[config.mk]
export PLATFORM = sky130hd
export DESIGN_NAME = dpp_back
export DESIGN_NICKNAME = d
export VERILOG_FILES = /design/src/rtl/core/dpp_pkg.sv /design/src/rtl/core/dpp_back.sv
export SDC_FILE = /design/constraint.sdc
export NUM_CORES = 1
export LEC_CHECK = 0
export BUFFER_PORTS_ARGS = -buffer_cell sky130_fd_sc_hd__buf_2
export CELL_PAD_IN_SITES_DETAIL_PLACEMENT = 0
export CELL_PAD_IN_SITES_GLOBAL_PLACEMENT = 2
export CORE_MARGIN = 5
export CORE_UTILIZATION = 24
export DETAILED_ROUTE_END_ITERATION = 16
export PLACE_DENSITY = 0.59
export SLEW_MARGIN = 20
export SYNTH_ARGS = -nofsm -noshare
export SYNTH_HDL_FRONTEND = slang
export SYNTH_SLANG_ARGS = --single-unit
[constraint.sdc]
create_clock -name clk -period 21 [get_ports clk]
set_clock_uncertainty 0.2 [all_clocks]
set_input_delay 4.2 -clock clk [delete_from_list [all_inputs] [get_ports clk]]
set_output_delay 4.2 -clock clk [all_outputs]
set_load 0.005 [all_outputs]
[src/rtl/core/dpp_pkg.sv]
// shared types and constants of the deadline packet pacer
`default_nettype none

package dpp_pkg;

    localparam int TIME_W   = 64;
    localparam int CNT_W    = 40;
    localparam int NB_W     = 7;
    localparam int PERIOD_W = 50;
    localparam int TOL_W    = 32;
    localparam int PAY_W    = 16;
    localparam int DATA_W   = 64;
    localparam int ADDR_W   = 6;
    localparam int RIDX_W   = 3;

    localparam logic [1:0] FUNC_START = 2'd0;
    localparam logic [1:0] FUNC_STEP  = 2'd1;
    localparam logic [1:0] FUNC_STOP  = 2'd2;

    localparam logic [1:0] VERDICT_OK    = 2'd0;
    localparam logic [1:0] VERDICT_SHORT = 2'd1;
    localparam logic [1:0] VERDICT_LATE  = 2'd2;

    localparam logic [RIDX_W-1:0] REG_PERIOD   = 3'd0;
    localparam logic [RIDX_W-1:0] REG_BATCH    = 3'd1;
    localparam logic [RIDX_W-1:0] REG_BUDGET   = 3'd2;
    localparam logic [RIDX_W-1:0] REG_TOL      = 3'd3;
    localparam logic [RIDX_W-1:0] REG_MAX_LATE = 3'd4;
    localparam logic [RIDX_W-1:0] REG_PAYLOAD  = 3'd5;

    localparam logic [PAY_W-1:0] STAMP_MIN_BYTES = 16'd8;

    typedef struct packed {
        logic [1:0]        func;
        logic [TIME_W-1:0] now_time;
        logic              sink_ready;
    } in_t;

    typedef struct packed {
        logic              pkt_valid;
        logic [CNT_W-1:0]  seq_number;
        logic              stamp_seq;
        logic              last_of_batch;
        logic              batch_late;
        logic [TIME_W-1:0] lateness;
        logic [CNT_W-1:0]  packets_sent;
        logic [CNT_W-1:0]  late_count;
        logic [TIME_W-1:0] worst_lateness;
        logic [TIME_W-1:0] sum_lateness;
        logic              run_done;
        logic [1:0]        verdict;
    } out_t;

    typedef struct packed {
        logic [PERIOD_W-1:0] packet_period;
        logic [NB_W-1:0]     batch_size;
        logic [CNT_W-1:0]    total_batches;
        logic [TOL_W-1:0]    late_tolerance;
        logic [CNT_W-1:0]    max_late_batches;
        logic [PAY_W-1:0]    payload_bytes;
    } cfg_t;

    localparam cfg_t CFG_RESET = '{
        packet_period:    50'd1048576000,
        batch_size:       7'd1,
        total_batches:    40'd1,
        late_tolerance:   32'd5000,
        max_late_batches: 40'd0,
        payload_bytes:    16'd8972
    };

    // one released batch or one stop status, as handed from front to back
    typedef struct packed {
        logic              pkt;
        logic [NB_W-1:0]   nb;
        logic [CNT_W-1:0]  bidx;
        logic              stamp;
        logic              late;
        logic [TIME_W-1:0] lateness;
        logic [CNT_W-1:0]  sent_base;
        logic [CNT_W-1:0]  late_count;
        logic [TIME_W-1:0] worst;
        logic [TIME_W-1:0] sum;
        logic              done;
        logic [1:0]        verdict;
    } job_t;

    typedef struct packed {
        logic              load;
        logic [TIME_W-1:0] load_time;
        logic              kick;
        logic [CNT_W-1:0]  bidx;
        logic [NB_W-1:0]   nb;
    } dl_req_t;

endpackage

`default_nettype wire

[src/rtl/core/dpp_back.sv]
// back end: expands jobs into one result beat per packet behind an output register
`default_nettype none

module dpp_back
    import dpp_pkg::*;
(
    input  wire logic clk,
    input  wire logic rst_n,
    input  wire logic q_empty,
    input  wire job_t q_job,
    output logic      q_pop,
    output logic      empty,
    input  wire logic pop,
    output out_t      result
);

    logic             act_reg, act_next;
    job_t             job_reg, job_next;
    logic [CNT_W-1:0] seq_reg, seq_next;
    logic [CNT_W-1:0] sent_reg, sent_next;
    logic [NB_W-1:0]  left_reg, left_next;
    logic             out_v_reg, out_v_next;
    out_t             res_reg, res_next;

    logic space, emit, last, fin, load;

    always_comb
    begin
        space = !out_v_reg || pop;
        emit  = act_reg && space;
        last  = left_reg == NB_W'(1);
        fin   = emit && last;
        load  = !q_empty && (!act_reg || fin);
        q_pop = load;

        act_next   = act_reg;
        job_next   = job_reg;
        seq_next   = seq_reg;
        sent_next  = sent_reg;
        left_next  = left_reg;
        out_v_next = out_v_reg;
        res_next   = res_reg;

        if (emit)
        begin
            res_next.pkt_valid      = job_reg.pkt;
            res_next.seq_number     = seq_reg;
            res_next.stamp_seq      = job_reg.stamp;
            res_next.last_of_batch  = last;
            res_next.batch_late     = job_reg.late;
            res_next.lateness       = job_reg.lateness;
            // a status beat reports the count as it stands
            res_next.packets_sent   = job_reg.pkt ? sent_reg + CNT_W'(1) : sent_reg;
            res_next.late_count     = job_reg.late_count;
            res_next.worst_lateness = job_reg.worst;
            res_next.sum_lateness   = job_reg.sum;
            res_next.run_done       = last && job_reg.done;
            res_next.verdict        = last ? job_reg.verdict : VERDICT_OK;
            seq_next   = seq_reg + CNT_W'(1);
            sent_next  = sent_reg + CNT_W'(1);
            left_next  = left_reg - NB_W'(1);
            out_v_next = 1'b1;
        end
        else if (pop)
        begin
            out_v_next = 1'b0;
        end

        if (load)
        begin
            act_next  = 1'b1;
            job_next  = q_job;
            seq_next  = q_job.bidx * CNT_W'(q_job.nb);
            sent_next = q_job.sent_base;
            left_next = q_job.nb;
        end
        else if (fin)
        begin
            act_next = 1'b0;
        end
    end

    always_ff @(posedge clk or negedge rst_n)
    begin
        if (!rst_n)
        begin
            act_reg   <= 1'b0;
            out_v_reg <= 1'b0;
        end
        else
        begin
            act_reg   <= act_next;
            out_v_reg <= out_v_next;
        end
    end

    always_ff @(posedge clk)
    begin
        job_reg  <= job_next;
        seq_reg  <= seq_next;
        sent_reg <= sent_next;
        left_reg <= left_next;
        res_reg  <= res_next;
    end

    assign empty  = !out_v_reg;
    assign result = res_reg;

    a_active_has_packets: assert property (@(posedge clk) disable iff (!rst_n)
        act_reg |-> (left_reg != '0))
        else $error("active job with no packets left");

endmodule

`default_nettype wire

# Yosys cells after proc, flatten, opt, wreduce, memory -nomap -nowiden
# Index checks and enable logic that the tools add are counted.
[totals] regBits=646 input_bits=329 out_inout_bits=321 elab_cells=54
[op_classes] add_sub_neg=3 n_mul=1 eq_ne=1 muxes=11 n_reduce_logical=12
[op_table] operator="$mux W40" n=5
[op_table] operator="$add A40 B1 Y40 const B" n=2
[op_table] operator="$mul A40 B7 Y40" n=1
[op_table] operator="$mux W7" n=2
[op_table] operator="$eq A7 B1 Y1 const B" n=1
[op_table] operator="$sub A7 B1 Y7 const B" n=1
[op_table] operator="$reduce_bool A2 Y1" n=3
[op_table] operator="$logic_and A1 B1 Y1" n=4
[op_table] operator="$mux W1" n=4
[op_table] operator="$logic_not A1 Y1" n=3
[op_table] operator="$logic_or A1 B1 Y1" n=2

# Longest topological paths before layout
# Gate-level depths: netlist of the first run.
[logic_depth] depth_word=7 ltp_mapped=21 mapped_depth_nobuf=19

# Least setup slack after synthesis of the first run
# Ideal clock, no wire load.
[synth_timing] kind="input to output" start="input port pop" end="output port q_pop" arrival_ps=11541 required_ps=16600 path_slack_ps=5059 cell_stages=7 path_buffers=2 path_cell_list="nand2b_1 -> nand2_1 -> nand2_1 -> nand2b_1 -> clkinv_1 -> clkbuf_1 -> buf_1"
[synth_between] elab_chain_len=5
[synth_lines] element="start, declared" line="dpp_back.sv:13" source="input wire logic pop,"
[synth_lines] element="$logic_or A1 B1 Y1" line="dpp_back.sv:29" source="space = !out_v_reg || pop;"
[synth_lines] element="$logic_and A1 B1 Y1" line="dpp_back.sv:30" source="emit = act_reg && space;"
[synth_lines] element="$logic_and A1 B1 Y1" line="dpp_back.sv:32" source="fin = emit && last;"
[synth_lines] element="$logic_or A1 B1 Y1" line="dpp_back.sv:33" source="load = !q_empty && (!act_reg || fin);"
[synth_lines] element="$logic_and A1 B1 Y1" line="dpp_back.sv:33"
[synth_lines] element="end, declared" line="dpp_back.sv:11" source="output logic q_pop,"
# No other way between the ends.

# Worst setup path in the final report of the first run
# Same ends and word-level chain as after synthesis.

==> results.txt, run 1 <==
Min-Delay Path Depth -> 0
TritonCTS clock tree -> done
Synthesized netlist cell count -> 2064
Run status -> finished clean
CTS clk-pin slew, worst paths -> 0.06 ns
Avg WL per Cell -> 21.0 um
H-Tree Depth -> 3
Met3 Use GR -> 4.39%
Crit. End Element -> primary output
Initial antenna violation count -> 51
Die Area -> 132000 um^2
Slew Viols, Final -> 0
DR vias/cell -> 4.16
Ys flop type -> edfxtp_1
Row count -> 129
Met1 usage -> 16.2%
Die X -> 364 um
Area after DPL -> 35200 um^2
Area grow syn2layout -> 25.1%
Routed WL -> 93400 um
First-pass GRT wire length -> 134000 um
Worst EP arrival -> 5.88 ns
Design area -> 37600 um^2
Setup Buffers After CTS -> 0
Finished Layout Cells -> 4441
Req. time, crit path -> 16.60 ns
Post-synth ARST share -> 0.310%
CTS sink count -> 646
Worst Hold Class -> flip-flop to flip-flop
Final GP Congestion -> 0.809
Total CTS buffers -> 69
Syn_nets -> 2615
Max FFs per register -> 319
Power per cell area -> 100 nW/um^2
Final core occ -> 30.3%
Yosys reg bits -> 646
CORE AREA -> 124000 um^2
Die extent in y -> 364 um
Peak VDD IR -> 0.0000485 V
Ports -> 650
MaxCap Viol Count -> 0
Post-DP HPWL -> 71600 um
Most used routing layer -> met2
Startpoint types -> input pin
Vias in the first global route -> 19500
Final period util -> 48.9%
Leakage power -> 14.7 nW
Sequential fraction of the synthesis area -> 64.5%
Fin nets -> 3282
First-pass DRT Iterations -> 5
CTS root buf -> clkbuf_16
Dpl cells -> 4297
Layout cells sized above 1 -> 28.0%
Routed Antenna Nets -> 0
Tmin final -> 10.28 ns
Netlist cell types -> 58
Clk_lat worst skew -> 0.61 ns
I/O Buffers -> 649
Commonest non-fill, non-tap cell in the layout -> buf_2
Via count -> 18500
Fin. Hold Viols -> 0
Worst Max-Slew Pin Slew -> 0.972 ns
Crit path kind -> input pin to primary output
Starting Density -> 24.2%
Post-Syn Area -> 30100 um^2
Avg Cell Area, Syn -> 14.6 um^2
Slew margin rel. -> 35.2%
Number of synthesized flops with an enable pin -> 644
Most frequent cells in the layout -> 649 x buf_2, 644 x edfxtp_1, 214 x and2_1
Post-cts resize count -> 0
# setup viols final -> 0
Setup tns final -> 0 ns
Hold Buf Count CTS -> 0
RSZ-0062 raised after global routing -> no
Highest net fanout along the worst path -> 89
Met2 Use GR -> 23.7%
DR iter-0 viols -> 1174
Total power -> 3.77 mW
Aggregate global-route resource usage -> 13.5%
Largest net degree at the start of global routing -> 159
Total of warnings raised by yosys -> 0
Overflow after GRT -> 0
F_max -> 97.3 MHz
Drt drc -> 0
Clock Path Buffers -> 3
R2R cell count -> 12
[synth_stat cells (13+ instances only)]
master | count | area [um^2]
and3_1 | 21 | 131
fa_1 | 172 | 3440
nand4_1 | 31 | 194
xor2_1 | 61 | 534
clkbuf_1 | 55 | 206
ha_1 | 50 | 626
nand3_1 | 44 | 220
nor2_1 | 45 | 169
nor3_1 | 15 | 75.1
xnor2_1 | 96 | 841
edfxtp_1 | 644 | 19300
o21ai_0 | 84 | 420
a21o_1 | 13 | 97.6
inv_1 | 172 | 646
and2_1 | 215 | 1350
a21oi_1 | 44 | 220
nand2_1 | 201 | 754
[final timing paths]
kind                                         from                     to  slack, ns
min                        job_reg[155]$_DFFE_PP_  result[155]$_DFFE_PP_       0.19
min in group asynchronous                   rst_n    act_reg$_DFFE_PN0P_       3.20
max reg2reg                 left_reg[4]$_DFFE_PP_  seq_reg[19]$_DFFE_PP_      15.96
min reg2reg                job_reg[155]$_DFFE_PP_  result[155]$_DFFE_PP_       0.19
max                                           pop                  q_pop      10.72
max in group asynchronous                   rst_n  out_v_reg$_DFFE_PN0P_      17.29
[power by group]
| part | leakage (nW) | total, mW | switching [mW] | internal, mW |
|---|---|---|---|---|
| registers | 6.13 | 1.51 | 0.0327 | 1.48 |
| logic | 7.43 | 0.993 | 0.602 | 0.391 |
| clock network | 1.13 | 1.26 | 0.516 | 0.747 |
[per-stage QoR]
step           worst slack (ns)  hold WS, ns
2_1_floorplan              5.06        0.200
3_3_place_gp              10.65        0.200
3_5_place_dp              10.64        0.205
4_1_cts                   10.65        0.196
5_1_grt                   10.57        0.205
6_report                  10.72        0.195
[kinds of logic (layout without fill, tap and decap cells)]
| group | Yosys count | after routing | share of synthesized area [%] |
|---|---|---|---|
| xor gates and xnor gates | 157 | 157 | 4.57 |
| muxes | 4 | 4 | 0.137 |
| adders and majority gates | 222 | 222 | 13.5 |
| DFF | 646 | 646 | 64.5 |
| and+or+nand+nor | 609 | 609 | 10.6 |
| AOI/OAI and AO/OA | 186 | 186 | 3.58 |
| buffers and inverters | 240 | 960 | 3.05 |
| other | 0 | 20 | 0 |
[critical path, stage by stage]
cell and delay [ns]:
buf_2 0.10, nand2b_1 0.17, nand2_1 0.09, nand2_1 0.08
nand2b_2 0.07, buf_4 0.47, inv_8 0.38, buf_2 0.25
[metal layers]
layer / up-vias / wire, um
met5: - / 296
met4: 48 / 1870
met3: 158 / 8050
met2: 572 / 46000
met1: 9159 / 37200
li1: 8521 / -
[layout make-up]
type	instances	area [um^2]
Antenna cell	20	50.0
Clock buffer	84	1780
Clock inverter	40	543
Fill cell	12700	86500
Inverter	173	657
Multi-Input combinational cell	1178	9760
Sequential cell	646	19400
Tap cell	1637	2050
Timing Repair Buffer	663	3370
Note: power is estimated with default switching activity, not from simulation.
==> run 2: changes to the inputs <==
--- a/config.mk
+++ b/config.mk
@@ -5,13 +5,14 @@
 export SDC_FILE = /design/constraint.sdc
 export NUM_CORES = 1
 export LEC_CHECK = 0
+export ABC_AREA = 1
 export BUFFER_PORTS_ARGS = -buffer_cell sky130_fd_sc_hd__buf_2
 export CELL_PAD_IN_SITES_DETAIL_PLACEMENT = 0
 export CELL_PAD_IN_SITES_GLOBAL_PLACEMENT = 2
 export CORE_MARGIN = 5
 export CORE_UTILIZATION = 24
 export DETAILED_ROUTE_END_ITERATION = 16
-export PLACE_DENSITY = 0.59
+export PLACE_DENSITY = 0.62
 export SLEW_MARGIN = 20
 export SYNTH_ARGS = -nofsm -noshare
 export SYNTH_HDL_FRONTEND = slang
==> constraint.sdc (replaced) <==
create_clock -name clk -period 9.8 [get_ports clk]
set_clock_uncertainty 0.2 [all_clocks]
set_input_delay 1.96 -clock clk [delete_from_list [all_inputs] [get_ports clk]]
set_output_delay 1.96 -clock clk [all_outputs]
set_load 0.005 [all_outputs]
==> run 2 against run 1 <==
  * Sequential share of layout area is 2.8 points lower
  * Routed wire length is 18% higher
  * Largest power group unchanged
  * Die area is 6.3% higher
  * Synthesized area is 6.5% higher
==> results.txt, run 2 <==
Run status -> finished clean
Startpoint types -> input pin
Overflow after GRT -> 0 (unchanged)
Slew Viols, Final -> 0 (unchanged)
Layout cells sized above 1 -> 22.4% (-5.6 points)
Top-count cell post-synth -> nand2_1
Setup Buffers After CTS -> 0 (unchanged)
Routed WL -> 110000 um (+18%)
Max FFs per register -> 319 (unchanged)
Hold Buf Count CTS -> 0 (unchanged)
Number of synthesized flops with an enable pin -> 644 (unchanged)
DR iter-0 viols -> 1300 (+11%)
Via count -> 22000 (+19%)
DR vias/cell -> 4.08 (-1.9%)
Most frequent cells in the layout -> 855 x nand2_1, 649 x buf_2, 644 x edfxtp_1
I/O Buffers -> 649 (unchanged)
Met1 usage -> 17.4% (+1.2 points)
Netlist cell types -> 42 (-28%)
First-pass DRT Iterations -> 5 (unchanged)
HP Start -> job_reg[125]$_DFFE_PP_
Sequential fraction of the synthesis area -> 60.6% (-3.9 points)
Total CTS buffers -> 73 (+5.8%)
Crit. End Element -> flip-flop
R2R cell count -> 12 (unchanged)
Routed Antenna Nets -> 0 (unchanged)
Area grow syn2layout -> 24.1%
Total of warnings raised by yosys -> 0 (unchanged)
Crit path kind -> input pin to flip-flop
Die Area -> 141000 um^2 (+6.3%)
Hold Path End -> result[125]$_DFFE_PP_
CTS clk-pin slew, worst paths -> 0.06 ns (about the same)
Synth area leader -> edfxtp_1
Post-synth ARST share -> 0.310% (unchanged)
Total power -> 8.36 mW (+120%)
RSZ-0062 raised after global routing -> no
Row count -> 134 (+3.9%)
Fin. Hold Viols -> 0 (unchanged)
Synth area leaders -> edfxtp_1 60%, fa_1 11%, nand2_1 10%
Fill cell count -> 13900 (+9.8%)
CORE AREA -> 133000 um^2 (+7.1%)
Top cells by count, synth -> 855 x nand2_1, 644 x edfxtp_1, 536 x inv_1, 172 x fa_1, 134 x nor2_1
Post-cts resize count -> 0 (unchanged)
Die X -> 375 um (+3.1%)
Area of the multi-input gates -> 10400 um^2 (+6.4%)
Met3 Use GR -> 4.10% (-0.29 points)
Syn_nets -> 3409 (+30%)
Starting Density -> 24.1% (-0.14 points)
Leakage power -> 18.0 nW (+23%)
Worst Max-Slew Pin Slew -> 0.998 ns (+0.0260 ns)
Commonest non-fill, non-tap cell in the layout -> nand2_1
Power per cell area -> 210 nW/um^2 (+110%)
Worst R2R Start -> left_reg[3]$_DFFE_PP_
Post-Syn Area -> 32000 um^2 (+6.5%)
Min-Delay Path Depth -> 0 (unchanged)
Setup tns final -> 0 ns (unchanged)
Synthesized netlist cell count -> 2858 (+38%)
# setup viols final -> 0 (unchanged)
Seq. cell area -> 19400 um^2 (unchanged)
Flop2flop setup slack -> 5.24 ns (-10.72 ns)
Tmin final -> 6.75 ns
Drt drc -> 0 (unchanged)
Most used routing layer -> met2
Yosys reg bits -> 646 (unchanged)
Clk_lat worst skew -> 0.64 ns (+0.03 ns)
Synth top area share -> 60.4% (-3.9 points)
Worst R2R End -> job_reg[88]$_DFFE_PP_
First-pass GRT wire length -> 158000 um (+18%)
Highest net fanout along the worst path -> 39 (-56%)
Final GP Congestion -> 0.801 (-1.1%)
Ys flop type -> edfxtp_1
TritonCTS clock tree -> done
Clock Path Buffers -> 3 (unchanged)
Final period util -> 68.9%
Met2 Use GR -> 28.0% (+4.3 points)
Worst EP arrival -> 6.92 ns (+1.04 ns)
Vias in the first global route -> 22200 (+14%)
Initial antenna violation count -> 44 (-14%)
Slew margin rel. -> 33.5% (-1.7 points)
Die extent in y -> 375 um (+3.1%)
Worst Hold Class -> flip-flop to flip-flop
Avg WL per Cell -> 20.5 um (-2.5%)
Fin nets -> 4095 (+25%)
Req. time, crit path -> 9.96 ns (-6.64 ns)
Ports -> 650 (unchanged)
MaxCap Viol Count -> 0 (unchanged)
Avg Cell Area, Syn -> 11.2 um^2 (-23%)
Peak VDD IR -> 0.000114 V (+140%)
Aggregate global-route resource usage -> 15.3% (+1.7 points)
Post-DP HPWL -> 87900 um (+23%)
F_max -> 148 MHz
CTS sink count -> 646 (unchanged)
CTS root buf -> clkbuf_16
Largest net degree at the start of global routing -> 147 (-7.5%)
H-Tree Depth -> 3 (unchanged)
-- run 2: report_power, final --
group | leakage, nW | internal (mW) | switching [mW]
clock network | 1.13 | 1.50 | 1.12
registers | 6.14 | 3.16 | 0.0680
logic | 10.8 | 0.841 | 1.66
total | 18.0 | 5.51 | 2.85
-- run 2: worst max path at each step --
stage / startpoint / to / slack (ns) / cells past startpoint
6_report: q_job[319] / seq_reg[32]$_DFFE_PP_ / 3.05 / 18
4_1_cts: q_job[323] / seq_reg[15]$_DFFE_PP_ / 3.06 / 18
5_1_grt: q_job[319] / seq_reg[16]$_DFFE_PP_ / 2.62 / 16
2_1_floorplan: pop / left_reg[0]$_DFFE_PP_ / 0.79 / 2
3_5_place_dp: q_job[323] / seq_reg[15]$_DFFE_PP_ / 2.37 / 18
3_3_place_gp: q_job[319] / seq_reg[16]$_DFFE_PP_ / 2.26 / 16
-- run 2: critical path: stages --
cell and delay (ns):
buf_2 0.70, nand2_1 0.10, inv_1 0.12, fa_1 0.43, ha_1 0.30, inv_1 0.05
fa_1 0.51, fa_1 0.55, inv_1 0.04, ha_1 0.37, o21ai_0 0.61, o21ai_0 0.37
nand2_1 0.13, nand2_1 0.13, nand2_1 0.12, nand3b_1 0.08, nand3_1 0.17, nand2_1 0.08
-- run 2: final cells by class --
type,count,share of cell area [%]
well taps,1768,5.57
multi-input cells,1617,26.1
repair buffers,667,8.58
clock buffers,84,4.75
flip-flops and latches,646,48.8
diodes,13,0.0819
inverters,539,5.11
clock inverters,47,0.995
-- run 2: layer usage --
metal	share of wire, %	up-vias
li1	-	10500
met1	39	10700
met2	52	566
met3	6.6	161
met4	2.7	34
met5	0.20	-
-- run 2: kinds of logic after synthesis --
kind of cell	synth area share, %
buffers and inverters	7.06
AOI/OAI and AO/OA	2.19
DFF	60.6
and+or+nand+nor	15.3
adders and majority gates	12.7
xor gates and xnor gates	2.13
-- run 2: stage by stage --
stage | utilization (%) | instance area (um^2) | setup WS [ns] | hold slack, ns | cells
after floorplan | - | 32000 | 0.793 | 0.200 | 2858
after global placement | 28.1 | 37400 | 2.26 | 0.200 | 5237
after detailed placement | 28.1 | 37400 | 2.37 | 0.205 | 5237
after CTS | 29.9 | 39700 | 3.06 | 0.197 | 5368
after global routing | 29.9 | 39700 | 2.62 | 0.208 | 5374
final | 29.9 | 39700 | 3.05 | 0.204 | 5381
